`config.mk`:
```
export PLATFORM = sky130hd
export DESIGN_NAME = krs_ram
export DESIGN_NICKNAME = d
export VERILOG_FILES = /design/src/krs_ram.sv
export SDC_FILE = /design/constraint.sdc
export NUM_CORES = 1
export LEC_CHECK = 0
export BUFFER_PORTS_ARGS = -buffer_cell sky130_fd_sc_hd__clkbuf_2
export CELL_PAD_IN_SITES_DETAIL_PLACEMENT = 1
export CELL_PAD_IN_SITES_GLOBAL_PLACEMENT = 2
export CORE_MARGIN = 3
export CORE_UTILIZATION = 35
export DETAILED_ROUTE_END_ITERATION = 16
export PLACE_DENSITY = 0.72
export SLEW_MARGIN = 20
export SYNTH_ARGS = -nofsm -noshare
export SYNTH_HDL_FRONTEND = slang
export SYNTH_SLANG_ARGS = --single-unit
```
`constraint.sdc`:
```
create_clock -name aclk -period 2.6 [get_ports aclk]
set_input_delay 0.26 -clock aclk [delete_from_list [all_inputs] [get_ports aclk]]
set_output_delay 0.26 -clock aclk [all_outputs]
set_load 0.05 [all_outputs]
```
`src/krs_ram.sv`:
```
// Generic single-port-write, registered-read RAM.
`timescale 1ns / 1ps
`default_nettype none
module krs_ram #(
    parameter int WIDTH = 8,
    parameter int DEPTH = 16
) (
    input  wire logic                     aclk,
    input  wire logic                     wr_en,
    input  wire logic [$clog2(DEPTH)-1:0] wr_addr,
    input  wire logic [WIDTH-1:0]         wr_data,
    input  wire logic [$clog2(DEPTH)-1:0] rd_addr,
    output logic      [WIDTH-1:0]         rd_data
);

    logic [WIDTH-1:0] mem [DEPTH];

    always_ff @(posedge aclk) begin
        if (wr_en) begin
            mem[wr_addr] <= wr_data;
        end
        rd_data <= mem[rd_addr];
    end

endmodule
`default_nettype wire

```
After elaboration in Yosys (flattened, before gate mapping)
Memories as Yosys holds them, arrays and structs flattened. A register that Yosys moved wholly into a read port is not among the register bits.
Index checks and enable logic that the tools add are counted.
Widths: inputs -> output; s select.
{"block": "classes", "n_mux": 2}
{"operator": "$mux 1", "count": 2}
{"block": "totals", "regBits": 0, "ramBits": 128, "input_bits": 18, "wordCells": 3, "n_memories": 1}
{"memory": "mem", "words": 16, "word_bits": 8, "read_ports": 1, "rd_clocked_by_memory_dff": 1, "wr": 1, "line": "16", "text": "logic [WIDTH-1:0] mem [DEPTH];"}

Depth between registers and ports, before layout
Gate-level depths: netlist of the first run.
{"block": "logic_depth", "ltp_word": 2, "depth_mapped": 5}

Least setup slack after synthesis of the first run
OpenSTA, ideal clock, no wires.
{"block": "synth_path", "path_type": "in2reg", "startpoint": "input wr_addr[2]", "endpoint": "memory mem[0][0] (enable)", "setup_time_ns": 0.383, "t_arrival_ns": 1.370, "t_required_ns": 2.217, "slack_ns": 0.847, "path_stages": 2, "path_buffers": 0, "path_cell_list": "or3b_2 > nor3_1"}
{"item": "start: declaration", "line": "10", "text": "input wire logic [$clog2(DEPTH)-1:0] wr_addr,"}
{"item": "end: declaration", "line": "16"}
No word-level cell before the write port.

Worst setup path in the final report of the first run
{"block": "layout_path", "startpoint": "input wr_addr[2]", "endpoint": "memory mem[2][7] (enable)"}
No word-level cell before the write port.

==> results of run 1 <==
-- area by class of cell --
class | instances | area [um^2]
Fill cell | 1324 | 8030
Sequential cell | 136 | 4000
Multi-Input combinational cell | 83 | 1060
Clock buffer | 24 | 462
Timing Repair Buffer | 40 | 250
Tap cell | 180 | 225
Clock inverter | 8 | 124
-- synth_stat cells --
cell	count	share of area
sky130_fd_sc_hd__nand2b_1	2	0.0024
sky130_fd_sc_hd__edfxtp_1	128	0.75
sky130_fd_sc_hd__mux4_2	18	0.079
sky130_fd_sc_hd__buf_2	3	0.0029
sky130_fd_sc_hd__nand3b_1	2	0.0029
sky130_fd_sc_hd__dfxtp_1	8	0.031
sky130_fd_sc_hd__mux4_1	14	0.071
sky130_fd_sc_hd__buf_4	1	0.0015
sky130_fd_sc_hd__or3b_2	1	0.0017
sky130_fd_sc_hd__nand3_1	1	0.00097
sky130_fd_sc_hd__clkdlybuf4s25_2	3	0.0058
sky130_fd_sc_hd__buf_6	3	0.0066
sky130_fd_sc_hd__nor3_1	4	0.0039
sky130_fd_sc_hd__a22oi_1	16	0.023
sky130_fd_sc_hd__and2b_1	1	0.0015
sky130_fd_sc_hd__nor2_1	13	0.0095
sky130_fd_sc_hd__nor2b_1	1	0.0012
sky130_fd_sc_hd__nand2_1	9	0.0066
sky130_fd_sc_hd__and2_1	1	0.0012
-- cells by family (layout without fill, tap and decap cells) --
| family | count (synthesis) | after routing | share of synthesized area |
|---|---|---|---|
| AO/OA/AOI/OAI | 16 | 16 | 0.0233 |
| multiplexers | 32 | 32 | 0.150 |
| AND/OR/NAND/NOR | 35 | 35 | 0.0318 |
| buffers and inverters | 10 | 72 | 0.0168 |
| flip-flops | 136 | 136 | 0.778 |
-- worst paths after layout --
| path | slack, ps | endpoint | cells past startpoint | startpoint |
|---|---|---|---|---|
| max | 1120 | mem[2][7] | 3 | wr_addr[2] |
| min | 290 | mem[1][6] | 1 | wr_data[6] |
| max reg2reg | 1200 | rd_data[6] | 3 | mem[11][6] |
| min reg2reg | 680 | rd_data[0] | 3 | mem[4][0] |
-- worst max-delay path: cells and delay by family --
kind | cells | cell delay (ps)
buf+inv | 1 | 110
simple gates | 2 | 1150
-- stage by stage --
stage / instance area (um^2) / utilization / total power (uW) / cells / hold WS (ps)
4_1_cts: 6120 / 0.433 / 5150 / 471 / 292
3_5_place_dp: 5540 / 0.391 / 2790 / 439 / 668
6_report: 6120 / 0.433 / 5100 / 471 / 291
2_1_floorplan: 5150 / - / 2680 / 229 / 359
3_3_place_gp: 5540 / 0.391 / 2780 / 439 / 649
5_1_grt: 6120 / 0.433 / 5270 / 471 / 320
-- placed cells by master (no fill, tap or decap), drive strengths merged --
master,n
a22oi,16
and2b,1
bufinv,3
mux4,32
dfxtp,8
or3b,1
nor2b,1
nor2,13
clkinvlp,2
nand2,9
nand3b,2
nand2b,2
nor3,4
clkinv,3
clkbuf,49
buf,15
nand3,1
and2,1
edfxtp,128
-- flip-flops by register name, summed over array words and instances, names as in the netlist --
signal / cells
mem: 128
rd_data: 8
-- power breakdown --
group	internal (uW)	switching, uW	total, uW
Combinational	94.5	179	273
Clock	1530	833	2360
Sequential	2450	13.9	2470
Total	4080	1030	5100
-- routing by layer --
layer	track usage	vias up
met5	0	-
met2	0.208	63
met4	0.0492	0
met1	0.193	1269
li1	-	1072
met3	0.0380	11
==> run_summary.xml, run 1 <==
<?xml version="1.0" encoding="UTF-8"?>
<metrics>
  <group name="status">
    <metric name="run_status" unit="">finished, final reports clean</metric>
  </group>
  <group name="finish">
    <metric name="ratio_of_cells_with_drive_above_1_in_the_final_layout" unit="">0.292</metric>
    <metric name="finish.net_count" unit="">296</metric>
    <metric name="diodes" unit="">0</metric>
    <metric name="synthToLayoutAreaGrowth" unit="%">18.9</metric>
  </group>
  <group name="floorplan">
    <metric name="die_ar" unit="um^2">16200</metric>
    <metric name="width_of_the_die" unit="um">127</metric>
    <metric name="io-pin-count" unit="">26</metric>
    <metric name="placement_rows" unit="">43</metric>
    <metric name="chipHeight" unit="um">127</metric>
    <metric name="starting_density" unit="">0.364</metric>
    <metric name="design.core.area" unit="um^2">14100</metric>
  </group>
  <group name="clocking">
    <metric name="ctsLongestPathBuffers" unit="">2</metric>
    <metric name="number_of_buffers_inserted_for_hold_repair_after_clock_tree_synthesis" unit="">0</metric>
    <metric name="cts_inserted_buffers" unit="">17</metric>
    <metric name="numClockSinks" unit="">136</metric>
    <metric name="cts_tree" unit="">built</metric>
    <metric name="clkLatencyLatePin" unit="ps">410</metric>
    <metric name="worst_setup_hold_path_clk_slew" unit="ps">60</metric>
    <metric name="post_cts.repair.setup_buffers" unit="">0</metric>
    <metric name="cts-resized-gates" unit="">0</metric>
    <metric name="htree_num_levels" unit="">4</metric>
    <metric name="clockRootBuffer" unit="">sky130_fd_sc_hd__clkbuf_16</metric>
  </group>
  <group name="routing">
    <metric name="routed_wl" unit="mm">10.2</metric>
    <metric name="via_to_cell_ratio" unit="">5.13</metric>
    <metric name="highest_layer" unit="">met4</metric>
    <metric name="met2WireLength" unit="mm">4.90</metric>
    <metric name="firstDrtPassIters" unit="">4</metric>
    <metric name="drt-wirelength-per-cell" unit="um">21.6</metric>
    <metric name="wl_met3" unit="um">452</metric>
    <metric name="route.antenna.remaining_nets" unit="">0</metric>
    <metric name="met1Wirelength" unit="mm">4.70</metric>
    <metric name="drtIter0Drc" unit="">171</metric>
    <metric name="num_vias" unit="">2415</metric>
    <metric name="detail_route.drc_violations" unit="">0</metric>
  </group>
  <group name="logic_synthesis">
    <metric name="syn-num-nets" unit="">247</metric>
    <metric name="synth_sequential_area_ratio" unit="">0.778</metric>
    <metric name="syn_area" unit="um^2">5150</metric>
    <metric name="netlist-cell-type-count" unit="">19</metric>
    <metric name="postSynthRegisterBits" unit="">136</metric>
    <metric name="ys_warn_count" unit="">0</metric>
    <metric name="synth_cells" unit="">229</metric>
    <metric name="syn-mean-instance-area" unit="um^2">22.5</metric>
  </group>
  <group name="critical_path">
    <metric name="start_kind" unit="">input port</metric>
    <metric name="path_max_fanout" unit="">8</metric>
    <metric name="slowest_stage" unit="">sky130_fd_sc_hd__nor2_1</metric>
    <metric name="crit_path_end_kind" unit="">flop</metric>
    <metric name="cp_cell_sequence" unit="">clkbuf_2 -&gt; or3b_2 -&gt; nor2_1</metric>
    <metric name="critPathMaxStageDelay" unit="ps">630</metric>
    <metric name="worst-endpoint-arrival" unit="ps">1520</metric>
    <metric name="worst_path_required" unit="ps">2630</metric>
    <metric name="path_class" unit="">input port to flop</metric>
  </group>
  <group name="placed_design">
    <metric name="io_buffer_count" unit="">25</metric>
    <metric name="dp_hpwl" unit="mm">6.43</metric>
    <metric name="gp_congestion" unit="">0.722</metric>
    <metric name="preCtsSetupSlack" unit="ps">649</metric>
  </group>
  <group name="power">
    <metric name="cellPowerDensity" unit="nW/um^2">834</metric>
    <metric name="cellLeakagePower" unit="uW">0.00206</metric>
    <metric name="vdd_drop_max" unit="mV">0.447</metric>
  </group>
  <group name="sta">
    <metric name="max_slew.worst_pin.slew" unit="ps">790</metric>
    <metric name="totalNegativeSetupSlack" unit="ps">0</metric>
    <metric name="max_frequency" unit="MHz">674</metric>
    <metric name="timing_hold_violations_final" unit="">0</metric>
    <metric name="finalClockSkew" unit="ps">7.05</metric>
    <metric name="final_period_minus_worst_setup_slack" unit="ps">1480</metric>
    <metric name="timing.final.setup_violations" unit="">0</metric>
    <metric name="relSlewSlack" unit="">0.471</metric>
    <metric name="post-route-worst-setup-slack" unit="ps">1120</metric>
    <metric name="slew_viol_final" unit="">0</metric>
    <metric name="grt_setup_unrepaired" unit="">false</metric>
    <metric name="layout_worst_path_cycle_share" unit="">0.571</metric>
  </group>
  <group name="grt">
    <metric name="grt_usage" unit="">0.138</metric>
    <metric name="grt_pass1_wl" unit="mm">15.9</metric>
    <metric name="grt_pass1_vias" unit="">2619</metric>
    <metric name="largest_net_degree_at_the_start_of_global_routing" unit="">33</metric>
    <metric name="number_of_antenna_violations_at_the_first_check_in_global_routing" unit="">0</metric>
    <metric name="grt-ovfl-total" unit="">0</metric>
  </group>
  <group name="job">
    <metric name="cap_violations" unit="">0</metric>
  </group>
  <group name="min_path">
    <metric name="holdCritPathClass" unit="">input port to flop</metric>
  </group>
</metrics>
Note: power is estimated with default switching activity, not from simulation.
==> inputs of run 2 (changes only) <==
Settings changed: PLACE_DENSITY 0.72 to 0.74.
Clock period 2.6 ns to 1.33 ns, I/O delays scaled along.
==> run_summary.xml, run 2 (synthesized netlist as in run 1, its figures left out) <==
<?xml version="1.0" encoding="UTF-8"?>
<metrics>
  <group name="finish">
    <metric name="finish.net_count" unit="">309</metric>
    <metric name="n_fill_cell" unit="">1341</metric>
    <metric name="most_common_cell_after_layout_fill_and_taps_aside" unit="">sky130_fd_sc_hd__edfxtp_1</metric>
    <metric name="post-route-util" unit="">0.442</metric>
    <metric name="largest_reg_flops" unit="">128</metric>
    <metric name="registers.top_by_ff_count" unit="">mem</metric>
    <metric name="ratio_of_cells_with_drive_above_1_in_the_final_layout" unit="">0.388</metric>
    <metric name="largestRegisters" unit="">mem x128, rd_data x8</metric>
    <metric name="final_cell_mix" unit="">128 x sky130_fd_sc_hd__edfxtp_1, 27 x sky130_fd_sc_hd__mux4_2, 25 x sky130_fd_sc_hd__clkbuf_2, 25 x sky130_fd_sc_hd__buf_4, 17 x sky130_fd_sc_hd__clkbuf_16</metric>
    <metric name="synthToLayoutAreaGrowth" unit="%">21.5</metric>
    <metric name="diodes" unit="">0</metric>
    <metric name="final_design_area_excluding_fillers" unit="um^2">6260</metric>
  </group>
  <group name="critical_path">
    <metric name="crit_path_end_kind" unit="">flop</metric>
    <metric name="critical_path.reg2reg.endpoint" unit="">rd_data[4]</metric>
    <metric name="worst_r2r_path_depth" unit="">3</metric>
    <metric name="worst-endpoint-arrival" unit="ps">1620</metric>
    <metric name="worst_r2r_setup_slack" unit="ps">-10</metric>
    <metric name="worst_path_required" unit="ps">1610</metric>
    <metric name="slowest_stage" unit="">sky130_fd_sc_hd__mux4_2</metric>
    <metric name="r2r-start" unit="">mem[8][4]</metric>
    <metric name="path_class" unit="">flop to flop</metric>
    <metric name="cp_cell_sequence" unit="">mux4_2 -&gt; a22oi_2 -&gt; nand2_1</metric>
    <metric name="path_max_fanout" unit="">1</metric>
    <metric name="critPathMaxStageDelay" unit="ps">490</metric>
    <metric name="start_kind" unit="">flop</metric>
    <metric name="cp_num_buf_inv" unit="">0</metric>
    <metric name="critPathTopFamily" unit="">multiplexers</metric>
  </group>
  <group name="clocking">
    <metric name="number_of_buffers_inserted_for_hold_repair_after_clock_tree_synthesis" unit="">0</metric>
    <metric name="clkLatencyLatePin" unit="ps">410</metric>
    <metric name="numClockSinks" unit="">136</metric>
    <metric name="clockRootBuffer" unit="">sky130_fd_sc_hd__clkbuf_16</metric>
    <metric name="ctsLongestPathBuffers" unit="">2</metric>
    <metric name="cts_inserted_buffers" unit="">17</metric>
    <metric name="worst_setup_hold_path_clk_slew" unit="ps">60</metric>
    <metric name="htree_num_levels" unit="">4</metric>
    <metric name="cts_tree" unit="">built</metric>
  </group>
  <group name="sta">
    <metric name="layout_worst_path_cycle_share" unit="">1.01</metric>
    <metric name="finalClockSkew" unit="ps">9.10</metric>
    <metric name="max_slew.worst_pin.slew" unit="ps">889</metric>
    <metric name="timing.final.setup_violations" unit="">1</metric>
    <metric name="relSlewSlack" unit="">0.405</metric>
    <metric name="post-route-worst-setup-slack" unit="ps">-13.5</metric>
    <metric name="max_frequency" unit="MHz">744</metric>
    <metric name="timing_hold_violations_final" unit="">0</metric>
    <metric name="slew_viol_final" unit="">0</metric>
    <metric name="final_period_minus_worst_setup_slack" unit="ps">1340</metric>
    <metric name="grt_setup_unrepaired" unit="">true</metric>
  </group>
  <group name="placed_design">
    <metric name="dp_hpwl" unit="mm">7.35</metric>
    <metric name="gp_congestion" unit="">0.727</metric>
    <metric name="dpl-instance-area" unit="um^2">5660</metric>
    <metric name="io_buffer_count" unit="">25</metric>
  </group>
  <group name="floorplan">
    <metric name="placement_rows" unit="">43</metric>
    <metric name="io-pin-count" unit="">26</metric>
    <metric name="design.core.area" unit="um^2">14100</metric>
    <metric name="chipHeight" unit="um">127</metric>
    <metric name="die_ar" unit="um^2">16200</metric>
    <metric name="width_of_the_die" unit="um">127</metric>
    <metric name="starting_density" unit="">0.364</metric>
  </group>
  <group name="routing">
    <metric name="via_to_cell_ratio" unit="">5.21</metric>
    <metric name="route.antenna.remaining_nets" unit="">0</metric>
    <metric name="firstDrtPassIters" unit="">4</metric>
    <metric name="routed_wl" unit="mm">11.3</metric>
    <metric name="drt-wirelength-per-cell" unit="um">23.3</metric>
    <metric name="num_vias" unit="">2522</metric>
    <metric name="detail_route.drc_violations" unit="">0</metric>
    <metric name="drtIter0Drc" unit="">305</metric>
  </group>
  <group name="power">
    <metric name="cellPowerDensity" unit="nW/um^2">1610</metric>
    <metric name="vdd_drop_max" unit="mV">0.879</metric>
    <metric name="cellLeakagePower" unit="uW">0.00210</metric>
  </group>
  <group name="grt">
    <metric name="largest_net_degree_at_the_start_of_global_routing" unit="">23</metric>
    <metric name="number_of_antenna_violations_at_the_first_check_in_global_routing" unit="">0</metric>
    <metric name="grt_pass1_wl" unit="mm">17.8</metric>
    <metric name="grt_pass1_vias" unit="">2798</metric>
    <metric name="grt_usage" unit="">0.153</metric>
    <metric name="grt-ovfl-total" unit="">0</metric>
  </group>
  <group name="min_path">
    <metric name="holdCritPathClass" unit="">input port to flop</metric>
    <metric name="min_from" unit="">wr_data[2]</metric>
    <metric name="worstHoldPathCells" unit="">1</metric>
    <metric name="min_to" unit="">mem[4][2]</metric>
  </group>
  <group name="status">
    <metric name="run_status" unit="">complete, but fails checks</metric>
    <metric name="failed_checks" unit="">negative setup slack</metric>
  </group>
  <group name="job">
    <metric name="cap_violations" unit="">0</metric>
  </group>
</metrics>
[run 2: cell types whose count changed in the layout (fill, tap and decap cells not counted), moves of 2 or more]
cell,delta
sky130_fd_sc_hd__a22oi_2,+7
sky130_fd_sc_hd__mux4_1,-9
sky130_fd_sc_hd__clkbuf_1,-3
sky130_fd_sc_hd__buf_4,+11
sky130_fd_sc_hd__a22oi_1,-7
sky130_fd_sc_hd__mux4_2,+9
sky130_fd_sc_hd__buf_12,+2
[run 2: layer usage]
layer	part of all wire	GRT usage	vias up
met1	0.46	0.204	1378
met4	0.0079	0.0473	0
li1	-	-	1088
met3	0.029	0.0452	7
met2	0.50	0.244	49
met5	0	0	-
[run 2: power breakdown]
group,switching [uW],internal [uW],total (uW)
Sequential,32.8,4790,4830
Combinational,375,220,594
Clock,1720,2950,4660
[run 2: stage by stage]
step	hold WS, ps	total power [uW]	cells	setup WS [ps]	TNS (ps)
after detailed placement	588	5490	452	-296	-4360
after floorplan	232	5250	229	-69.1	-2080
final	155	10100	484	-13.5	-13.5
after CTS	161	10200	484	-39.6	-39.6
after global placement	565	5470	452	-272	-3430
after global routing	175	10400	484	-41.8	-73.8
[run 2: worst max path at each step]
stage | from | end | slack, ps | cells past startpoint
after global placement | rd_addr[0] | rd_data[3] | -270 | 5
after detailed placement | rd_addr[0] | rd_data[3] | -300 | 5
final | mem[8][4] | rd_data[4] | -10 | 3
after floorplan | wr_addr[2] | mem[3][0] | -70 | 2
after CTS | mem[8][4] | rd_data[4] | -40 | 3
after global routing | mem[8][4] | rd_data[4] | -40 | 3
[run 2: cell type report]
type / instances / area [um^2] / share of cell area
flip-flops and latches: 136 / 4000 / 0.640
multi-input cells: 83 / 1060 / 0.170
clock buffers: 20 / 437 / 0.0698
repair buffers: 53 / 373 / 0.0596
well taps: 180 / 225 / 0.0360
clock inverters: 12 / 154 / 0.0246
[run 2: repair_timing]
action,4_1_cts,5_1_grt
pin swaps,3,6
endpoints found under the setup margin,5,7
setup buffers,0,0
gates resized for setup,8,8
[run 2: worst register-to-register path, stage by stage (launching register included)]
cell	delay [ps]
sky130_fd_sc_hd__edfxtp_1	390
sky130_fd_sc_hd__mux4_2	490
sky130_fd_sc_hd__a22oi_2	230
sky130_fd_sc_hd__nand2_1	100
